File: src/rtl/core/tks_pkg.sv
// ----------------------------------------------------------------------------
// tks_pkg
// Shared sizes, codes and the entry type of the top-k score keeper.
// ----------------------------------------------------------------------------
package tks_pkg;

  // list and field sizes
  localparam int MAX_KEEP   = 16;
  localparam int ID_BITS    = 16;
  localparam int SCORE_BITS = 32;
  localparam int ADDR_W     = (MAX_KEEP > 1) ? $clog2(MAX_KEEP) : 1;
  localparam int CNT_W      = $clog2(MAX_KEEP + 1);
  localparam int RANK_W     = 4;
  localparam int KEEP_W     = 5;
  localparam int ACT_W      = 2;
  localparam int CFG_IDX_W  = 2;
  localparam int CFG_DATA_W = 5;

  // action codes of an input word
  typedef enum logic [ACT_W-1:0] {
    ACT_INSERT = 2'd0,
    ACT_READ   = 2'd1,
    ACT_CLEAR  = 2'd2,
    ACT_NONE   = 2'd3
  } action_e;

  // configuration register indexes
  localparam logic [CFG_IDX_W-1:0] CFG_KEEP_COUNT   = 2'd0;
  localparam logic [CFG_IDX_W-1:0] CFG_KEEP_LARGEST = 2'd1;

  // one held list entry
  typedef struct packed {
    logic signed [SCORE_BITS-1:0] score;
    logic        [ID_BITS-1:0]    id;
  } entry_t;

  localparam int ENTRY_W = $bits(entry_t);

endpackage

File: src/rtl/core/tks_ram.sv
// ----------------------------------------------------------------------------
// tks_ram
// Generic simple dual-port RAM: one write port, one read port, registered read.
// ----------------------------------------------------------------------------
module tks_ram #(
  parameter int WIDTH = 8,
  parameter int DEPTH = 16
) (
  input  logic                             clk_i,
  input  logic                             we_i,
  input  logic [$clog2(DEPTH > 1 ? DEPTH : 2)-1:0] waddr_i,
  input  logic [WIDTH-1:0]                 wdata_i,
  input  logic                             re_i,
  input  logic [$clog2(DEPTH > 1 ? DEPTH : 2)-1:0] raddr_i,
  output logic [WIDTH-1:0]                 rdata_o
);

  logic [WIDTH-1:0] mem_q [DEPTH];
  logic [WIDTH-1:0] rdata_q;

  // write port
  always_ff @(posedge clk_i) begin
    if (we_i) begin
      mem_q[waddr_i] <= wdata_i;
    end
  end

  // registered read, held while not enabled
  always_ff @(posedge clk_i) begin
    if (re_i) begin
      rdata_q <= mem_q[raddr_i];
    end
  end

  assign rdata_o = rdata_q;

endmodule

File: src/rtl/core/tks_rank_cmp.sv
// ----------------------------------------------------------------------------
// tks_rank_cmp
// Shared rank comparator: tells whether a held score ranks at or ahead of a
// new score under the current sort direction.
// ----------------------------------------------------------------------------
module tks_rank_cmp
  import tks_pkg::*;
(
  input  logic signed [SCORE_BITS-1:0] held_score_i,
  input  logic signed [SCORE_BITS-1:0] new_score_i,
  input  logic                         keep_largest_i,
  output logic                         ranks_before_o
);

  logic held_ge_new;
  logic held_le_new;

  // signed magnitude compares, one for each direction
  assign held_ge_new = (held_score_i >= new_score_i);
  assign held_le_new = (held_score_i <= new_score_i);

  // ties keep the held entry ahead
  assign ranks_before_o = keep_largest_i ? held_ge_new : held_le_new;

endmodule

File: src/rtl/core/top_k_score_keeper_top.sv
// ----------------------------------------------------------------------------
// top_k_score_keeper_top
// Keeps the best scored items sorted in rank order and reads them out.
// ----------------------------------------------------------------------------
// Usage:
//   Input channel (in_valid_i / in_stall_o) carries one word: action, item_id
//   and score. Insert places the item at its rank, read-out emits the held
//   list best first on the output channel (out_valid_o / out_stall_i) with
//   last_o on the final word, or one word with empty_res_o set when the list
//   is empty. Clear empties the list. The config port writes keep_count and
//   keep_largest; a change of sort direction empties the list.
//   Timing: the list sits in a RAM with a registered read, and one shared
//   comparator walks it from the tail. An insert into an empty list is
//   written at once; otherwise each entry that ranks behind the new word
//   is shifted one rank down until its slot is found, a full list first
//   checking its tail entry. A read-out emits one word per cycle while the
//   receiver is free. Clear and unused actions do not stall the input.
//   in_stall_o is high while an action is in progress. A finished word waits
//   in the output register while out_stall_i is high; a new input word is
//   still taken meanwhile, and a following read-out waits for the register.
//   Reset empties the list and restores keep_count 16 and keep_largest 1.
// ----------------------------------------------------------------------------
module top_k_score_keeper_top
  import tks_pkg::*;
(
  input  logic                         clk_i,
  input  logic                         rst_ni,
  // config port
  input  logic                         cfg_we_i,
  input  logic [CFG_IDX_W-1:0]         cfg_idx_i,
  input  logic [CFG_DATA_W-1:0]        cfg_data_i,
  // input channel
  input  logic                         in_valid_i,
  output logic                         in_stall_o,
  input  logic [ACT_W-1:0]             action_i,
  input  logic [ID_BITS-1:0]           item_id_i,
  input  logic signed [SCORE_BITS-1:0] score_i,
  // output channel
  output logic                         out_valid_o,
  input  logic                         out_stall_i,
  output logic [RANK_W-1:0]            rank_o,
  output logic [ID_BITS-1:0]           out_id_o,
  output logic signed [SCORE_BITS-1:0] out_score_o,
  output logic                         last_o,
  output logic                         empty_res_o
);

  typedef enum logic [2:0] {
    ST_IDLE,
    ST_INS_CHK,
    ST_INS_CMP,
    ST_INS_PUT,
    ST_RD_LOAD,
    ST_RD_EMPTY
  } state_e;

  // clamp keep_count into 1..MAX_KEEP
  function automatic logic [CNT_W-1:0] eff_keep(input logic [KEEP_W-1:0] kc);
    logic [CNT_W-1:0] r;
    if (kc == '0) begin
      r = CNT_W'(1);
    end else if (int'(kc) > MAX_KEEP) begin
      r = CNT_W'(MAX_KEEP);
    end else begin
      r = CNT_W'(kc);
    end
    return r;
  endfunction

  state_e               state_q, state_d;
  logic [KEEP_W-1:0]    keep_count_q, keep_count_d;
  logic                 keep_largest_q, keep_largest_d;
  logic [CNT_W-1:0]     held_q, held_d;
  logic [ADDR_W-1:0]    idx_q, idx_d;
  logic                 full_q, full_d;
  entry_t               new_q, new_d;

  logic                 out_valid_q, out_valid_d;
  logic [RANK_W-1:0]    rank_q, rank_d;
  entry_t               out_q, out_d;
  logic                 last_q, last_d;
  logic                 empty_q, empty_d;

  logic [CNT_W-1:0]     keep_eff;
  logic                 in_acc;
  logic                 out_free;
  logic                 ranks_before;

  logic                 ram_we;
  logic [ADDR_W-1:0]    ram_waddr;
  entry_t               ram_wdata;
  logic                 ram_re;
  logic [ADDR_W-1:0]    ram_raddr;
  entry_t               ram_rdata;

  assign keep_eff   = eff_keep(keep_count_q);
  assign in_stall_o = (state_q != ST_IDLE);
  assign in_acc     = in_valid_i && !in_stall_o;
  assign out_free   = !out_valid_q || !out_stall_i;

  // entry storage
  tks_ram #(
    .WIDTH (ENTRY_W),
    .DEPTH (MAX_KEEP)
  ) u_ram (
    .clk_i   (clk_i),
    .we_i    (ram_we),
    .waddr_i (ram_waddr),
    .wdata_i (ram_wdata),
    .re_i    (ram_re),
    .raddr_i (ram_raddr),
    .rdata_o (ram_rdata)
  );

  // shared comparator, always against the word being inserted
  tks_rank_cmp u_cmp (
    .held_score_i   (ram_rdata.score),
    .new_score_i    (new_q.score),
    .keep_largest_i (keep_largest_q),
    .ranks_before_o (ranks_before)
  );

  // sequencer
  always_comb begin
    state_d        = state_q;
    keep_count_d   = keep_count_q;
    keep_largest_d = keep_largest_q;
    held_d         = held_q;
    idx_d          = idx_q;
    full_d         = full_q;
    new_d          = new_q;
    out_valid_d    = out_valid_q;
    rank_d         = rank_q;
    out_d          = out_q;
    last_d         = last_q;
    empty_d        = empty_q;
    ram_we         = 1'b0;
    ram_waddr      = idx_q;
    ram_wdata      = new_q;
    ram_re         = 1'b0;
    ram_raddr      = idx_q - 1'b1;

    // output word taken
    if (out_valid_q && !out_stall_i) begin
      out_valid_d = 1'b0;
    end

    unique case (state_q)
      ST_IDLE: begin
        if (in_acc) begin
          unique case (action_e'(action_i))
            ACT_INSERT: begin
              new_d.id    = item_id_i;
              new_d.score = score_i;
              if (held_q == keep_eff) begin
                // full list: check the tail entry first
                full_d    = 1'b1;
                idx_d     = ADDR_W'(keep_eff - 1'b1);
                ram_re    = 1'b1;
                ram_raddr = ADDR_W'(keep_eff - 1'b1);
                state_d   = ST_INS_CHK;
              end else if (held_q == '0) begin
                ram_we    = 1'b1;
                ram_waddr = '0;
                ram_wdata.id    = item_id_i;
                ram_wdata.score = score_i;
                held_d    = CNT_W'(1);
              end else begin
                full_d    = 1'b0;
                idx_d     = ADDR_W'(held_q);
                ram_re    = 1'b1;
                ram_raddr = ADDR_W'(held_q - 1'b1);
                state_d   = ST_INS_CMP;
              end
            end
            ACT_READ: begin
              idx_d = '0;
              if (held_q == '0) begin
                state_d = ST_RD_EMPTY;
              end else begin
                ram_re    = 1'b1;
                ram_raddr = '0;
                state_d   = ST_RD_LOAD;
              end
            end
            ACT_CLEAR: begin
              held_d = '0;
            end
            ACT_NONE: begin
            end
            default: begin
            end
          endcase
        end
      end

      ST_INS_CHK: begin
        if (ranks_before) begin
          // new word falls past the last kept rank
          state_d = ST_IDLE;
        end else if (idx_q == '0) begin
          ram_we  = 1'b1;
          state_d = ST_IDLE;
        end else begin
          ram_re  = 1'b1;
          state_d = ST_INS_CMP;
        end
      end

      ST_INS_CMP: begin
        if (ranks_before) begin
          // slot found behind the compared entry
          ram_we  = 1'b1;
          if (!full_q) begin
            held_d = held_q + 1'b1;
          end
          state_d = ST_IDLE;
        end else begin
          // shift the compared entry one rank down
          ram_we    = 1'b1;
          ram_wdata = ram_rdata;
          idx_d     = idx_q - 1'b1;
          if (idx_q == ADDR_W'(1)) begin
            state_d = ST_INS_PUT;
          end else begin
            ram_re    = 1'b1;
            ram_raddr = idx_q - ADDR_W'(2);
          end
        end
      end

      ST_INS_PUT: begin
        ram_we = 1'b1;
        if (!full_q) begin
          held_d = held_q + 1'b1;
        end
        state_d = ST_IDLE;
      end

      ST_RD_LOAD: begin
        if (out_free) begin
          out_valid_d = 1'b1;
          rank_d      = RANK_W'(idx_q);
          out_d       = ram_rdata;
          empty_d     = 1'b0;
          last_d      = (idx_q == ADDR_W'(held_q - 1'b1));
          if (idx_q == ADDR_W'(held_q - 1'b1)) begin
            state_d = ST_IDLE;
          end else begin
            idx_d     = idx_q + 1'b1;
            ram_re    = 1'b1;
            ram_raddr = idx_q + 1'b1;
          end
        end
      end

      ST_RD_EMPTY: begin
        if (out_free) begin
          out_valid_d = 1'b1;
          rank_d      = '0;
          out_d       = '0;
          last_d      = 1'b1;
          empty_d     = 1'b1;
          state_d     = ST_IDLE;
        end
      end

      default: begin
        state_d = ST_IDLE;
      end
    endcase

    // config writes must arrive only while idle; the block itself does not enforce this
    if (cfg_we_i) begin
      unique case (cfg_idx_i)
        CFG_KEEP_COUNT: begin
          keep_count_d = cfg_data_i[KEEP_W-1:0];
          if (held_q > eff_keep(cfg_data_i[KEEP_W-1:0])) begin
            held_d = eff_keep(cfg_data_i[KEEP_W-1:0]);
          end
        end
        CFG_KEEP_LARGEST: begin
          keep_largest_d = cfg_data_i[0];
          if (cfg_data_i[0] != keep_largest_q) begin
            held_d = '0;
          end
        end
        default: begin
        end
      endcase
    end
  end

  // control state
  always_ff @(posedge clk_i or negedge rst_ni) begin
    if (!rst_ni) begin
      state_q        <= ST_IDLE;
      keep_count_q   <= KEEP_W'(16);
      keep_largest_q <= 1'b1;
      held_q         <= '0;
      idx_q          <= '0;
      full_q         <= 1'b0;
      out_valid_q    <= 1'b0;
    end else begin
      state_q        <= state_d;
      keep_count_q   <= keep_count_d;
      keep_largest_q <= keep_largest_d;
      held_q         <= held_d;
      idx_q          <= idx_d;
      full_q         <= full_d;
      out_valid_q    <= out_valid_d;
    end
  end

  // payload registers
  always_ff @(posedge clk_i) begin
    new_q   <= new_d;
    rank_q  <= rank_d;
    out_q   <= out_d;
    last_q  <= last_d;
    empty_q <= empty_d;
  end

  assign out_valid_o = out_valid_q;
  assign rank_o      = rank_q;
  assign out_id_o    = out_q.id;
  assign out_score_o = out_q.score;
  assign last_o      = last_q;
  assign empty_res_o = empty_q;

endmodule
File: config.mk
export PLATFORM = sky130hd
export DESIGN_NAME = top_k_score_keeper_top
export DESIGN_NICKNAME = d
export VERILOG_FILES = /design/src/rtl/core/tks_pkg.sv /design/src/rtl/core/tks_ram.sv /design/src/rtl/core/tks_rank_cmp.sv /design/src/rtl/core/top_k_score_keeper_top.sv
export SDC_FILE = /design/constraint.sdc
export NUM_CORES = 1
export LEC_CHECK = 0
export ABC_AREA = 1
export BUFFER_PORTS_ARGS = -buffer_cell sky130_fd_sc_hd__clkbuf_2
export CAP_MARGIN = 10
export CORE_MARGIN = 5
export CORE_UTILIZATION = 35
export CTS_BUF_LIST = sky130_fd_sc_hd__clkbuf_4
export CTS_CLUSTER_SIZE = 20
export DETAILED_ROUTE_END_ITERATION = 8
export GPL_ROUTABILITY_DRIVEN = 0
export PLACE_DENSITY = 0.53
export RECOVER_POWER = 100
export SETUP_SLACK_MARGIN = 0.2
export SKIP_CTS_REPAIR_TIMING = 1
export SLEW_MARGIN = 20
export SYNTH_ARGS = -nofsm -noshare
export SYNTH_HDL_FRONTEND = slang
export SYNTH_SLANG_ARGS = --single-unit
File: constraint.sdc
create_clock -name clk_i -period 6.6 [get_ports clk_i]
set_clock_uncertainty 0.2 [all_clocks]
set_input_delay 0.99 -clock clk_i [delete_from_list [all_inputs] [get_ports clk_i]]
set_output_delay 0.99 -clock clk_i [all_outputs]
set_load 0.05 [all_outputs]
==> results.toml <==
[final_layout]
drive_above_1_share = 0.1169
fillers = 11754
layout-area-overhead-vs-synth_pct = 14.62
layout.nets = 4443

[routing]
wl_per_cell_um = 20.46
avgViaCountPerCell = 5.004
first_pass_iters = 6
post-route-drc-count = 0
wirelength_mm = 125.0
ant_nets = 0
drtIter0Drc = 2776
dr_total_vias = 30568

[clock_network]
cts_tree = "built"
path_clk_slew_ns = 0.06
cts_root_buf = "clkbuf_4"
cts_buffers = 274
cts_max_path_buffers = 4
clk_latency_ns = 1.14
htree_levels = 5
clock-sinks = 938

[yosys]
netlist_top_cells_count = "994 x nand2_1, 918 x edfxtp_1, 918 x nand3_1, 584 x inv_1, 130 x buf_2"
synth_cell_types = 49
synth_top_family_by_area = "simple AND/OR/NAND/NOR gates"
synth_top_flop_cell = "edfxtp_1"
synth_area_leaders = "edfxtp_1 65%, nand3_1 11%, nand2_1 8.9%"
syn-mean-instance-area_um2 = 10.51
syn_inst = 4010
seq_area_frac_synth = 0.6659
ys_ff_latch = 938
synth-async-reset-ratio = 0.02132
synthMuxAreaShare = 0
synth-compound-area-share = 0.02101
yosys_warnings = 0
synthAdderAreaFrac = 0.01395
yosys.area_share.simple = 0.2176
synth-edff-count = 918
synth_most_common_cell = "nand2_1"
synth_top_cell_area_share = 0.6539
synth_top_cell_by_area = "edfxtp_1"
synth-xor-area-share = 0.003087
synth_nets = 4119
synth_area_mm2 = 0.04216

[job]
cap_violations = 14

[die]
die_h_um = 357.1
core_area_mm2 = 0.1198
io_pins = 118
row_count = 127
dieArea_mm2 = 0.1275
start_util = 0.3518
die_w_um = 357.1

[setup_path]
end_kind = "register"
crit_type = "register to register"
path_max_fanout = 19
arrival_ns = 6.64
r2r_start = "u_ram.rdata_o[46]$_DFFE_PP_"
cp-startpoint = "u_ram.rdata_o[46]$_DFFE_PP_"
start_kind = "register"
critical_path_required_ns = 7.26

[power]
power_density_mw_per_mm2 = 562.4
total_power_uw = 27170
p_leak_uw = 0.01984
peakVddDrop_uv = 818.5

[sta]
rsz0062_at_grt = "no"
hold_viol = 0
setup-tns-final_ns = 0
period_share = 0.9062
tightestPinTransition_ns = 4.358
fmax_mhz = 167.2
setup_viol = 0
maxSlewHeadroom = -1.905
hold_slack_ns = 0.09659
finalCriticalPeriod_ns = 5.981
slew_viol_final = 328

[worst_hold_path]
holdCritPathClass = "input port to register"
min-delay-start = "cfg_idx_i[0]"

[status]
violations = "max-capacitance violations, max-slew violations"
outcome = "finished with violations"

[placed_design]
portBuffers = 117
hpwl_mm = 64.19

[grt]
grt_pass1_vias = 29340
antenna_found_initial = 5
groute.usage.overall = 0.1920
grt-ovfl-total = 0
grt_max_degree = 194
grt_pass1_wl_mm = 184.0
## flip-flops by register name, indices dropped and copies added, names as in the netlist
register	flops
keep_largest_q	1
out_id_o	16
full_q	1
u_ram.rdata_o	48
empty_res_o	1
u_ram.mem_q	768
rank_o	4
new_q	48
held_q	5
out_valid_o	1
last_o	1
state_q	3
out_score_o	32
keep_count_q	5
idx_q	4
## path summary, 6_finish.rpt
kind / end / slack (ns) / depth (start not counted)
setup / recovery: u_ram.mem_q[0][16]$_DFFE_PP_ / 0.62 / 13
hold / removal: held_q[0]$_DFF_PN0_ / 0.1 / 4
setup reg to reg: u_ram.mem_q[0][16]$_DFFE_PP_ / 0.62 / 13
hold reg to reg: out_id_o[10]$_SDFFCE_PP0P_ / 0.33 / 2
max in group asynchronous: idx_q[3]$_DFFE_PN0P_ / 5.02 / 2
min in group asynchronous: held_q[2]$_DFF_PN0_ / 0.47 / 2
## per-layer routing
layer | vias to the layer above | part of all wire | track usage
li1 | 14330 | - | -
met1 | 14801 | 0.43 | 0.2620
met2 | 1230 | 0.46 | 0.3065
met3 | 203 | 0.080 | 0.04334
met4 | 4 | 0.022 | 0.06072
met5 | - | 0.00022 | 0
## area by class of cell
cell class | instances | area [um^2] | share of cell area
flip-flops and latches | 938 | 28070 | 0.5809
multi-input cells | 2255 | 10920 | 0.2261
clock buffers | 393 | 2950 | 0.06106
inverters | 593 | 2230 | 0.04615
well taps | 1612 | 2017 | 0.04174
repair buffers | 272 | 1824 | 0.03776
clock inverters | 41 | 291.5 | 0.006034
diodes | 5 | 12.51 | 0.0002590
## where the power goes
part / total [uW] / internal, uW / switching [uW] / leakage (uW)
clock: 5280 / 2890 / 2390 / 0.00195
sequential: 8720 / 8370 / 347 / 0.00857
combinational: 13200 / 3550 / 9630 / 0.00931
## cell families after synthesis
family,count (synthesis)
compound gates,140
fa+ha+maj,47
simple gates,2054
flops,938
buf+inv,817
xor+xnor,14
## metrics by stage
step	utilization	cell area (um^2)	std cells	setup WS (ns)
3_5_place_dp	0.3737	44770	5594	1.044
4_1_cts	0.4007	48010	6028	0.9970
6_report	0.4033	48320	6109	0.6188
3_3_place_gp	0.3733	44720	5589	0.9591
2_1_floorplan	-	42160	4010	1.676
5_1_grt	0.4033	48320	6108	0.3609
## critical path: stages (launching register included)
cell and delay, ns:
edfxtp_1 0.60, ha_1 0.38, nand2_1 0.06, nor2_1 0.17, nand4_1 0.24, nor3b_2 0.57
nand4_1 0.58, nand2_1 0.38, nor2_4 0.19, inv_1 0.11, clkbuf_1 1.29, nand3_1 0.17
o211ai_1 0.30, clkbuf_1 0.43
## layout by cell type, fill, tap and decap left out, drive strengths merged, types with 3 or more instances in the layout
cell type    count
nand2          999
edfxtp         918
buf             42
clkbuf         565
o22ai            6
nand3          920
nand4           12
bufinv           5
diode            5
xnor2            6
a21oi           35
inv            595
a221oi           6
dlygate4sd3     58
o21ai           44
o211ai          33
dfrtp           18
o221ai           3
clkinv          34
ha              47
nor3            10
nor2            60
nand3b          49
xor2             8
Power figures use the tool's default switching activity.
